**src/hdl/rsa_crt_modexp_defines.svh**
```systemverilog
// Assertion macros shared by the RSA CRT engine RTL.
`ifndef RSA_CRT_MODEXP_DEFINES_SVH
`define RSA_CRT_MODEXP_DEFINES_SVH
`ifndef SYNTHESIS
`define RCM_ASSERT(lbl, prop) \
	lbl: assert property (@(posedge clk) disable iff (!arst_n) prop) \
		else $error("rsa_crt_modexp: assertion failed");
`define RCM_ASSERT_NEVER(lbl, expr) \
	`RCM_ASSERT(lbl, !(expr))
`else
`define RCM_ASSERT(lbl, prop)
`define RCM_ASSERT_NEVER(lbl, expr)
`endif
`endif

```
**src/hdl/rcm_pkg.sv**
```systemverilog
// Types and constants of the RSA CRT engine.
`timescale 1ns / 1ps
package rcm_pkg;
	localparam int DATA_W    = 32;
	localparam int CFG_IDX_W = 3;
	localparam int RED_STEPS = 32;

	typedef enum logic [CFG_IDX_W-1:0] {
		REG_PRIME_P   = 3'd0,
		REG_PRIME_Q   = 3'd1,
		REG_PUB_EXP   = 3'd2,
		REG_EXP_P     = 3'd3,
		REG_EXP_Q     = 3'd4,
		REG_Q_INVERSE = 3'd5
	} reg_idx_t;

	typedef enum logic {
		OP_MUL = 1'b0,
		OP_RED = 1'b1
	} op_t;

	typedef struct packed {
		logic start;
		op_t  op;
	} mm_req_t;

	typedef enum logic [1:0] {
		PH_N = 2'd0,
		PH_P = 2'd1,
		PH_Q = 2'd2
	} phase_t;

	typedef enum logic [3:0] {
		S_IDLE, S_POW_SETUP, S_RED_BASE, S_RED_ONE, S_LOOP, S_MUL_R, S_MUL_SQ,
		S_POW_END, S_RED_M2, S_RED_QI, S_DIFF, S_MUL_H, S_PROD, S_SUM, S_OUT
	} state_t;
endpackage

```
**src/hdl/rcm_mulmod.sv**
```systemverilog
// Shared bit-serial modular unit: a*b mod m, or reduction of a 32-bit value mod m.
`timescale 1ns / 1ps
`include "rsa_crt_modexp_defines.svh"
module rcm_mulmod #(
	parameter int MW = 32,
	parameter int BW = 32
) (
	input  logic             clk,
	input  logic             arst_n,
	input  rcm_pkg::mm_req_t req,
	input  logic [MW-1:0]    a,
	input  logic [BW-1:0]    b,
	input  logic [MW-1:0]    m,
	output logic             done,
	output logic [MW-1:0]    res
);
	localparam int CW = $clog2(rcm_pkg::RED_STEPS + 1);

	logic          busy_q;
	rcm_pkg::op_t  op_q;
	logic [MW-1:0] acc_q;
	logic [MW-1:0] a_q;
	logic [MW-1:0] m_q;
	logic [BW-1:0] b_q;
	logic [CW-1:0] cnt_q;
	logic          fin;
	logic [MW:0]   t;

	// (x + y) mod m with x, y already below m
	function automatic logic [MW-1:0] addm(input logic [MW-1:0] x, input logic [MW-1:0] y,
		input logic [MW-1:0] md);
		logic [MW:0] s;
		s = {1'b0, x} + {1'b0, y};
		if (s >= {1'b0, md}) begin
			s = s - {1'b0, md};
		end
		return s[MW-1:0];
	endfunction

	assign fin  = busy_q && ((op_q == rcm_pkg::OP_MUL) ? (b_q == '0) : (cnt_q == '0));
	assign done = fin;
	assign res  = (m_q == '0) ? '0 : acc_q;
	// Horner step: 2*acc + next bit, below 2m
	assign t    = {acc_q, b_q[rcm_pkg::RED_STEPS-1]};

	always_ff @(posedge clk or negedge arst_n) begin
		if (!arst_n) begin
			busy_q <= 1'b0;
		end else if (req.start) begin
			busy_q <= 1'b1;
		end else if (fin) begin
			busy_q <= 1'b0;
		end
	end

	always_ff @(posedge clk) begin
		if (req.start) begin
			op_q  <= req.op;
			acc_q <= '0;
			a_q   <= a;
			b_q   <= b;
			m_q   <= m;
			cnt_q <= CW'(rcm_pkg::RED_STEPS);
		end else if (busy_q && !fin) begin
			if (op_q == rcm_pkg::OP_MUL) begin
				if (b_q[0]) begin
					acc_q <= addm(acc_q, a_q, m_q);
				end
				a_q <= addm(a_q, a_q, m_q);
				b_q <= b_q >> 1;
			end else begin
				acc_q <= (t >= {1'b0, m_q}) ? MW'(t - {1'b0, m_q}) : MW'(t);
				b_q   <= b_q << 1;
				cnt_q <= cnt_q - CW'(1);
			end
		end
	end

	`RCM_ASSERT_NEVER(a_start_while_busy, req.start && busy_q)
	`RCM_ASSERT(a_acc_reduced, busy_q && (m_q != '0) |-> acc_q < m_q)
	`RCM_ASSERT(a_done_frees, done |=> !busy_q)
endmodule

```
**src/hdl/rsa_crt_modexp.sv**
```systemverilog
// Top level of the small-key RSA engine with CRT decryption.
`timescale 1ns / 1ps
`include "rsa_crt_modexp_defines.svh"
// One item at a time. An item is a kind on s_tuser (0 encrypt with the public exponent
// mod p*q, 1 decrypt by CRT) and a 32-bit value on s_tdata; it gives one 32-bit beat on
// m_tdata. Reductions and modular multiplies run on one bit-serial modular unit; a modular
// multiply stops once its multiplier has no set bits left. An exponentiation costs two
// reductions plus, per exponent bit up to the top set bit, one squaring and one more
// multiply for each set bit. Decryption splits the work over the two half-size powers,
// mod p and mod q, and then recombines them. s_tready is high only while the engine is
// idle; a finished result waits in the output register without blocking the next item.
module rsa_crt_modexp #(
	parameter int PRIME_BITS = 16
) (
	input  logic        clk,
	input  logic        arst_n,
	input  logic        s_tvalid,
	output logic        s_tready,
	input  logic [31:0] s_tdata,   // [31:0] value_in
	input  logic        s_tuser,   // [0] kind
	output logic        m_tvalid,
	input  logic        m_tready,
	output logic [31:0] m_tdata,   // [31:0] value_out
	input  logic        cfg_valid,
	output logic        cfg_ready,
	input  logic [2:0]  cfg_index,
	input  logic [31:0] cfg_data
);
	localparam int P  = PRIME_BITS;
	localparam int MW = 2 * PRIME_BITS;
	localparam int BW = (MW > 32) ? MW : 32;

	logic [15:0] prime_p_q, prime_q_q, q_inverse_q;
	logic [31:0] pub_exp_q, exp_p_q, exp_q_q;
	logic [P-1:0] p_w, q_w;
	logic [MW-1:0] n_q;

	rcm_pkg::state_t st_q, st_d;
	rcm_pkg::phase_t phase_q;
	logic          op_busy_q;
	logic [31:0]   v_q;
	logic [MW-1:0] mod_q;
	logic [31:0]   exp_q;
	logic [MW-1:0] base_q, r_q;
	logic [P-1:0]  m1_q, m2_q, m2p_q, qi_q, diff_q, h_q;
	logic [MW-1:0] hq_q;
	logic [31:0]   res_q;
	logic          out_valid_q;
	logic [31:0]   out_data_q;
	logic [P:0]    diff_w;

	rcm_pkg::mm_req_t req;
	logic [MW-1:0] opa;
	logic [BW-1:0] opb;
	logic          mm_done;
	logic [MW-1:0] mm_res;
	logic          is_op;

	assign cfg_ready = 1'b1;
	assign p_w = P'(prime_p_q);
	assign q_w = P'(prime_q_q);
	assign m_tvalid = out_valid_q;
	assign m_tdata  = out_data_q;
	assign diff_w = (m1_q >= m2p_q) ? {1'b0, m1_q} - {1'b0, m2p_q}
		: {1'b0, m1_q} + {1'b0, p_w} - {1'b0, m2p_q};

	always_ff @(posedge clk or negedge arst_n) begin
		if (!arst_n) begin
			prime_p_q   <= '0;
			prime_q_q   <= '0;
			pub_exp_q   <= '0;
			exp_p_q     <= '0;
			exp_q_q     <= '0;
			q_inverse_q <= '0;
		end else if (cfg_valid) begin
			unique case (cfg_index)
				rcm_pkg::REG_PRIME_P:   prime_p_q   <= cfg_data[15:0];
				rcm_pkg::REG_PRIME_Q:   prime_q_q   <= cfg_data[15:0];
				rcm_pkg::REG_PUB_EXP:   pub_exp_q   <= cfg_data;
				rcm_pkg::REG_EXP_P:     exp_p_q     <= cfg_data;
				rcm_pkg::REG_EXP_Q:     exp_q_q     <= cfg_data;
				rcm_pkg::REG_Q_INVERSE: q_inverse_q <= cfg_data[15:0];
				default: ;
			endcase
		end
	end

	// modulus for encryption, kept current from the key registers
	always_ff @(posedge clk) begin
		n_q <= MW'(p_w * q_w);
	end

	always_comb begin
		st_d = st_q;
		unique case (st_q)
			rcm_pkg::S_IDLE:      if (s_tvalid) st_d = rcm_pkg::S_POW_SETUP;
			rcm_pkg::S_POW_SETUP: st_d = rcm_pkg::S_RED_BASE;
			rcm_pkg::S_RED_BASE:  if (mm_done) st_d = rcm_pkg::S_RED_ONE;
			rcm_pkg::S_RED_ONE:   if (mm_done) st_d = rcm_pkg::S_LOOP;
			rcm_pkg::S_LOOP: begin
				if (exp_q == '0) st_d = rcm_pkg::S_POW_END;
				else if (exp_q[0]) st_d = rcm_pkg::S_MUL_R;
				else st_d = rcm_pkg::S_MUL_SQ;
			end
			rcm_pkg::S_MUL_R:     if (mm_done) st_d = rcm_pkg::S_MUL_SQ;
			rcm_pkg::S_MUL_SQ:    if (mm_done) st_d = rcm_pkg::S_LOOP;
			rcm_pkg::S_POW_END: begin
				unique case (phase_q)
					rcm_pkg::PH_P: st_d = rcm_pkg::S_POW_SETUP;
					rcm_pkg::PH_Q: st_d = rcm_pkg::S_RED_M2;
					default:       st_d = rcm_pkg::S_OUT;
				endcase
			end
			rcm_pkg::S_RED_M2:    if (mm_done) st_d = rcm_pkg::S_RED_QI;
			rcm_pkg::S_RED_QI:    if (mm_done) st_d = rcm_pkg::S_DIFF;
			rcm_pkg::S_DIFF:      st_d = rcm_pkg::S_MUL_H;
			rcm_pkg::S_MUL_H:     if (mm_done) st_d = rcm_pkg::S_PROD;
			rcm_pkg::S_PROD:      st_d = rcm_pkg::S_SUM;
			rcm_pkg::S_SUM:       st_d = rcm_pkg::S_OUT;
			rcm_pkg::S_OUT:       if (!out_valid_q || m_tready) st_d = rcm_pkg::S_IDLE;
			default:              st_d = rcm_pkg::S_IDLE;
		endcase
	end

	always_comb begin
		s_tready = (st_q == rcm_pkg::S_IDLE);
		is_op    = 1'b0;
		req.op   = rcm_pkg::OP_RED;
		opa      = '0;
		opb      = '0;
		unique case (st_q)
			rcm_pkg::S_RED_BASE: begin
				is_op = 1'b1;
				opb   = BW'(v_q);
			end
			rcm_pkg::S_RED_ONE: begin
				is_op = 1'b1;
				opb   = BW'(1);
			end
			rcm_pkg::S_MUL_R: begin
				is_op  = 1'b1;
				req.op = rcm_pkg::OP_MUL;
				opa    = r_q;
				opb    = BW'(base_q);
			end
			rcm_pkg::S_MUL_SQ: begin
				is_op  = 1'b1;
				req.op = rcm_pkg::OP_MUL;
				opa    = base_q;
				opb    = BW'(base_q);
			end
			rcm_pkg::S_RED_M2: begin
				is_op = 1'b1;
				opb   = BW'(m2_q);
			end
			rcm_pkg::S_RED_QI: begin
				is_op = 1'b1;
				opb   = BW'(q_inverse_q);
			end
			rcm_pkg::S_MUL_H: begin
				is_op  = 1'b1;
				req.op = rcm_pkg::OP_MUL;
				opa    = MW'(qi_q);
				opb    = BW'(diff_q);
			end
			default: ;
		endcase
		req.start = is_op && !op_busy_q;
	end

	always_ff @(posedge clk or negedge arst_n) begin
		if (!arst_n) begin
			st_q        <= rcm_pkg::S_IDLE;
			op_busy_q   <= 1'b0;
			out_valid_q <= 1'b0;
		end else begin
			st_q <= st_d;
			if (req.start) begin
				op_busy_q <= 1'b1;
			end else if (mm_done) begin
				op_busy_q <= 1'b0;
			end
			if (st_q == rcm_pkg::S_OUT && (!out_valid_q || m_tready)) begin
				out_valid_q <= 1'b1;
			end else if (m_tready) begin
				out_valid_q <= 1'b0;
			end
		end
	end

	always_ff @(posedge clk) begin
		case (st_q)
			rcm_pkg::S_IDLE: begin
				v_q     <= s_tdata;
				phase_q <= s_tuser ? rcm_pkg::PH_P : rcm_pkg::PH_N;
			end
			rcm_pkg::S_POW_SETUP: begin
				unique case (phase_q)
					rcm_pkg::PH_P: begin
						mod_q <= MW'(p_w);
						exp_q <= exp_p_q;
					end
					rcm_pkg::PH_Q: begin
						mod_q <= MW'(q_w);
						exp_q <= exp_q_q;
					end
					default: begin
						mod_q <= n_q;
						exp_q <= pub_exp_q;
					end
				endcase
			end
			rcm_pkg::S_RED_BASE: if (mm_done) base_q <= mm_res;
			rcm_pkg::S_RED_ONE:  if (mm_done) r_q <= mm_res;
			rcm_pkg::S_MUL_R:    if (mm_done) r_q <= mm_res;
			rcm_pkg::S_MUL_SQ: begin
				if (mm_done) begin
					base_q <= mm_res;
					exp_q  <= exp_q >> 1;
				end
			end
			rcm_pkg::S_POW_END: begin
				unique case (phase_q)
					rcm_pkg::PH_P: begin
						m1_q    <= P'(r_q);
						phase_q <= rcm_pkg::PH_Q;
					end
					rcm_pkg::PH_Q: begin
						m2_q  <= P'(r_q);
						mod_q <= MW'(p_w);
					end
					default: res_q <= 32'(r_q);
				endcase
			end
			rcm_pkg::S_RED_M2: if (mm_done) m2p_q <= P'(mm_res);
			rcm_pkg::S_RED_QI: if (mm_done) qi_q <= P'(mm_res);
			rcm_pkg::S_DIFF:   diff_q <= P'(diff_w);
			rcm_pkg::S_MUL_H:  if (mm_done) h_q <= P'(mm_res);
			rcm_pkg::S_PROD:   hq_q <= MW'(h_q * q_w);
			rcm_pkg::S_SUM:    res_q <= 32'(hq_q + MW'(m2_q));
			rcm_pkg::S_OUT:    if (!out_valid_q || m_tready) out_data_q <= res_q;
			default: ;
		endcase
	end

	rcm_mulmod #(
		.MW(MW),
		.BW(BW)
	) u_mulmod (
		.clk   (clk),
		.arst_n(arst_n),
		.req   (req),
		.a     (opa),
		.b     (opb),
		.m     (mod_q),
		.done  (mm_done),
		.res   (mm_res)
	);

	`RCM_ASSERT(a_done_in_op, mm_done |-> op_busy_q)
	`RCM_ASSERT_NEVER(a_idle_not_busy, (st_q == rcm_pkg::S_IDLE) && op_busy_q)
	`RCM_ASSERT(a_accept_starts, s_tvalid && s_tready |=> st_q == rcm_pkg::S_POW_SETUP)
endmodule

```
**config.mk**
```make
export PLATFORM = sky130hd
export DESIGN_NAME = rsa_crt_modexp
export DESIGN_NICKNAME = d
export VERILOG_FILES = /design/src/hdl/rcm_pkg.sv /design/src/hdl/rcm_mulmod.sv /design/src/hdl/rsa_crt_modexp.sv
export VERILOG_INCLUDE_DIRS = /design/src /design/src/hdl
export SDC_FILE = /design/constraint.sdc
export NUM_CORES = 2
export LEC_CHECK = 0
export BUFFER_PORTS_ARGS = -buffer_cell sky130_fd_sc_hd__buf_2
export CAP_MARGIN = 20
export CORE_MARGIN = 2
export CORE_UTILIZATION = 40
export CTS_CLUSTER_SIZE = 40
export DETAILED_ROUTE_END_ITERATION = 8
export GPL_ROUTABILITY_DRIVEN = 0
export PLACE_DENSITY = 0.61
export SYNTH_ARGS = -nofsm -noshare
export SYNTH_HDL_FRONTEND = slang
export SYNTH_SLANG_ARGS = --single-unit
```
**constraint.sdc**
```tcl
create_clock -name clk -period 6.4 [get_ports clk]
set_input_delay 0.96 -clock clk [delete_from_list [all_inputs] [get_ports clk]]
set_output_delay 0.96 -clock clk [all_outputs]
set_load 0.005 [all_outputs]
```
# Word-level counts from Yosys, hierarchy flattened
# Index checks and enable logic that the tools add are counted.
# classes
add_sub_neg	10
n_mux	45
reduce_logical	51
n_lt_le_gt_ge	4
eq_ne	34
n_mul	2
# op_table
op	n
32-bit two-way mux	15
32-bit one-hot mux with 2 select lines	5
32-bit one-hot mux with 6 select lines	1
33-bit by 32-bit >= comparator with 1-bit output	3
32-bit zero test	3
32-bit one-hot mux with 3 select lines	1
32-bit subtractor	3
32-bit by 32-bit adder with 33-bit output	2
16-bit by 16-bit multiplier with 32-bit output	2
4-bit one-hot mux with 14 select lines	1
2-bit AND reduction	21
32-bit by 16-bit adder with 32-bit output	1
4-bit two-way mux	8
16-bit subtractor	2
4-bit equality test (second input constant)	7
16-bit adder	1
4-bit by 3-bit equality test with 1-bit output (second input constant)	4
16-bit >= comparator	1
16-bit two-way mux	1
2-bit nonzero test	8
2-bit by 1-bit != test with 1-bit output (second input constant)	7
2-bit != test (second input constant)	6
2-bit OR reduction	5
4-bit by 2-bit equality test with 1-bit output (second input constant)	2
20 further kinds	36
# totals
input_bits	73
output_inout_bits	35
ff_bits	671
wordCells	177

# Logic depth before layout (Yosys ltp)
# depth
word_depth	7
depth_mapped	26
depth_no_buf	24

# Modules after synthesis
# A second synthesis with hierarchy kept.
# hier_totals
cells_unflattened	5413
hier_area_um2	54035.6
# modules_own_cells
mod	area_per_inst_um2	cells_each	instances	seq_area_each_um2
rsa_crt_modexp	40352.5	3746	1	15024.4
rcm_mulmod	13683.1	1667	1	3698.5

# Least setup slack after synthesis
# Ideal clock, no wire load.
# synth_timing
path_kind	reg-to-reg
from	register h_q[7]
to	register hq_q[29], data pin
period_less_slack_ns	6.231
setup_time_ns	0.258
path_slack_ns	0.169
arrival_ns	5.973
t_required_ns	6.142
path_stages_with_launch	26
path_buffers	1
cell_sequence	edfxtp_1 > clkbuf_1 > nand2_1 > fa_1 > inv_1 > fa_1 > inv_1 > fa_1 > inv_1 > fa_1 > fa_1 > inv_1 > fa_1 > inv_1 > ha_1 > and3_1 > and3_1 > a211oi_1 > o21ai_0 > a32oi_1 > a211o_1 > o21bai_1 > o22ai_1 > o21bai_1 > a21oi_1 > xnor2_1
# synth_via
elab_chain_len	1
# synth_lines
element	line_no	text
start: declaration	rsa_crt_modexp.sv:45	logic [P-1:0] m1_q, m2_q, m2p_q, qi_q, diff_q, h_q;
start signal: assignment	rsa_crt_modexp.sv:238	rcm_pkg::S_MUL_H: if (mm_done) h_q <= P'(mm_res);
16-bit by 16-bit multiplier with 32-bit output	rsa_crt_modexp.sv:239	rcm_pkg::S_PROD: hq_q <= MW'(h_q * q_w);
end signal: assignment	rsa_crt_modexp.sv:239	
end: declaration	rsa_crt_modexp.sv:46	logic [MW-1:0] hq_q;
# Every way passes these cells.
# A chain may end at the register's enable or synchronous reset.

# Final worst setup path
# layout_timing
from	register prime_q_q[4]
to	register n_q[29]
# layout_via
elab_chain_len	1
# layout_lines
element	line_no	text
start: declaration	rsa_crt_modexp.sv:33	logic [15:0] prime_p_q, prime_q_q, q_inverse_q;
start signal: assignment	rsa_crt_modexp.sv:78	rcm_pkg::REG_PRIME_Q: prime_q_q <= cfg_data[15:0];
16-bit by 16-bit multiplier with 32-bit output	rsa_crt_modexp.sv:90	n_q <= MW'(p_w * q_w);
end signal: assignment	rsa_crt_modexp.sv:90	
end: declaration	rsa_crt_modexp.sv:36	logic [MW-1:0] n_q;
# Every way passes these cells.

==> out/results.txt <==
The starting utilization of the core area is 40.2%. The run gives 5171 as the number of instances in the synthesized netlist. The most instantiated flip-flop cell in the synthesis netlist was edfxtp_1.

The longest clock path from root to sink contains 3 buffers. The number of setup violations in the final report is 0, and the max capacitance violation total is 0. 108 I/O pins were placed. For the clock net sink count, the log shows 671. The run finished with clean final reports. For the net count after synthesis, the log shows 6040.

At the pin with the least slew margin, the transition time is 1.04 ns. The floorplan has 133 rows. For this run, the number of Yosys warnings is 0.

The level count of the clock H-tree is 3. The worst setup path is of the flip-flop to flip-flop kind. The arrival time of the worst setup path came out at 6.83 ns.

Cells with a size suffix above 1 make up 13.1% of the layout. The first detailed-routing pass took 6 iterations. Entering global routing, the biggest net connects 108 pins. Setup total negative slack on the finished layout was measured at 0 ns.

The first global-routing pass estimated 236000 µm of wire. The final core utilization is 45.2%. The initial antenna violation count is 5, and the number of flip-flops and latches in the synthesized netlist is 671. STA classifies the critical path startpoint as a flip-flop. The die height works out to 367 µm. The tools report the overall track demand over capacity in global routing as 22.7%. The routed wire length per instance was 21.6 µm; the proportion of synthesized chip area in sequential cells was 35.6%. The area growth from synthesis to layout is 12.6%. The half-perimeter wire length after placement was 118000 µm. After clock tree synthesis, the clock-pin slew on the worst setup and hold paths is 0.06 ns. The post-synthesis average cell area is 10.2 µm², and the area of the mapped netlist is 52600 µm². Element type at the critical path end: a flip-flop. Number of distinct library cells after synthesis: 80. The commonest non-fill, non-tap cell in the layout is inv_1.

The via count of the first global-routing pass was 39300; the minimum period implied by the final worst setup slack was 6.25 ns. The library cells used most frequently in the layout, excluding fill and tap cells, are inv_1 (623), nand2_1 (526), edfxtp_1 (451), fa_1 (403), ha_1 (381). Of the available clock period, the critical path in the final layout requires 97.7%. TritonCTS built the clock tree. The first routing iteration left 3387 violations. Yosys mapped a number of flops with a built-in enable equal to 451. Of all nets on the critical path, the largest fanout is 12.

The total count of max-transition violations in the final report was 0; the aggregate global routing overflow was 0. The number of hold buffers added after CTS was 0. At the worst endpoint, the required time is 6.98 ns. The worst register-to-register path has a setup slack of 0.15 ns. For this block, the routed nets add up to 155000 µm of wire. For the post-route antenna net violation count, the log shows 0. Measured along the x axis, the die boundary spans 367 µm. The logs give 0 for the final-report hold violation count and 0.160 GHz for the highest attainable clock frequency. TritonCTS created 74 clock buffers. The run gives 0 as the DRC violation count after routing. The class of the tightest hold or removal check is input pin to asynchronous set/reset pin.

The share of async-settable or async-resettable flops after synthesis is 22.4%, and the count of input and output buffers is 106. The tools report the via count as 39400. The root buffer cell chosen for the clock tree is clkbuf_16. In the routed layout, each cell is associated on average with a via count of 5.50. The later pin in the worst-skew pair is clocked with a latency of 0.70 ns.

For the area of the placeable core, the log shows 131000 µm². The final worst clock skew is 0.0823 ns, and the overall die area is 134000 µm². The worst max-slew margin expressed relative to the limit was 30.7%; the final net count was 6207.
==> metal layers <==
metal	track usage [%]	routed length, µm
met1	30.9	66300
met2	36.4	70800
met3	3.02	10400
met4	10.1	7290
met5	0	37
==> worst max-delay path, stage by stage (launching register included) <==
cell and delay [ns]:
dfrtp_2 0.44, buf_12 0.15, buf_4 0.15, and2_1 0.15, fa_1 0.53, inv_1 0.05
fa_1 0.48, inv_1 0.05, fa_1 0.48, fa_1 0.53, fa_1 0.50, inv_1 0.05
fa_1 0.47, inv_1 0.04, ha_1 0.34, nand4_1 0.16, o21ai_1 0.21, a22oi_2 0.12
a2111oi_4 0.40, o31ai_2 0.15, a211oi_2 0.32, o21ai_1 0.13, nor2b_2 0.17, xnor2_1 0.11
==> worst paths after layout <==
path | endpoint | cells after the start | from
setup / recovery | n_q[29]$_DFF_P_ | 23 | prime_q_q[4]$_DFFE_PN0P_
hold / removal | exp_q_q[24]$_DFFE_PN0P_ | 1 | arst_n
setup reg to reg | n_q[29]$_DFF_P_ | 23 | prime_q_q[4]$_DFFE_PN0P_
hold reg to reg | m_tdata[14]$_DFFE_PP_ | 0 | res_q[14]$_DFFE_PP_
max in group asynchronous | prime_q_q[7]$_DFFE_PN0P_ | 2 | arst_n
min in group clk | m_tdata[14]$_DFFE_PP_ | 0 | res_q[14]$_DFFE_PP_
==> kinds of logic after synthesis <==
kind of cell / synth area share (%)
AOI/OAI and AO/OA: 13.2
xor gates and xnor gates: 3.56
adders and majority gates: 24.8
buffers and inverters: 6.30
DFF: 35.6
muxes: 4.25
other: 0.00713
and+or+nand+nor: 12.4
==> area by class of cell <==
cell class | instances | area, µm²
Antenna cell | 1 | 2.50
Clock inverter | 50 | 586
Clock buffer | 88 | 1950
Multi-Input combinational cell | 3635 | 31000
Timing Repair Buffer | 322 | 2380
Fill cell | 12300 | 71700
Sequential cell | 671 | 18700
Inverter | 634 | 2380
Tap cell | 1755 | 2200
==> metrics by stage <==
| stage | instance area (µm²) | instances | setup WS, ns | hold slack (ns) |
|---|---|---|---|---|
| 6_report | 59200 | 7156 | 0.147 | 0.359 |
| 5_1_grt | 59200 | 7156 | -0.0609 | 0.417 |
| 4_1_cts | 58700 | 7123 | 0.0123 | 0.407 |
| 3_5_place_dp | 56000 | 6972 | -0.116 | 0.405 |
| 3_3_place_gp | 56000 | 6972 | -0.0270 | 0.403 |
| 2_1_floorplan | 52600 | 5171 | 0.169 | 0.400 |
==> cells in the mapped netlist, drive strengths merged (21+ instances only) <==
cell type,number,area [µm²]
inv,633,2380
nand2,529,1990
edfxtp,451,13500
fa,409,8190
ha,387,4840
a21oi,280,1400
o21ai,274,1370
and2,253,1580
clkbuf,202,758
nor2,198,743
dfrtp,150,3750
mux2,147,1660
xnor2,140,1230
a21o,127,953
xor2,74,648
dfxtp,70,1400
nor2b,69,432
a22oi,64,480
and3,63,394
a211oi,59,448
mux2i,58,581
nor3,52,260
nand3,45,225
a221o,35,350
a31oi,31,194
nand2b,31,194
nor4,30,188
o21a,30,225
buf,29,173
nand4,23,144
a221oi,21,184
==> what timing repair did <==
item | in CTS | in global routing
resized for setup | 10 | 82
pin swaps | 9 | 51
setup endpoints to repair | 8 | 19
buffers inserted | 12 | 32
cloned | 1 | 2
Power is not shown: default switching activity piles up to over one toggle a cycle in this logic, so the estimate is an artifact.
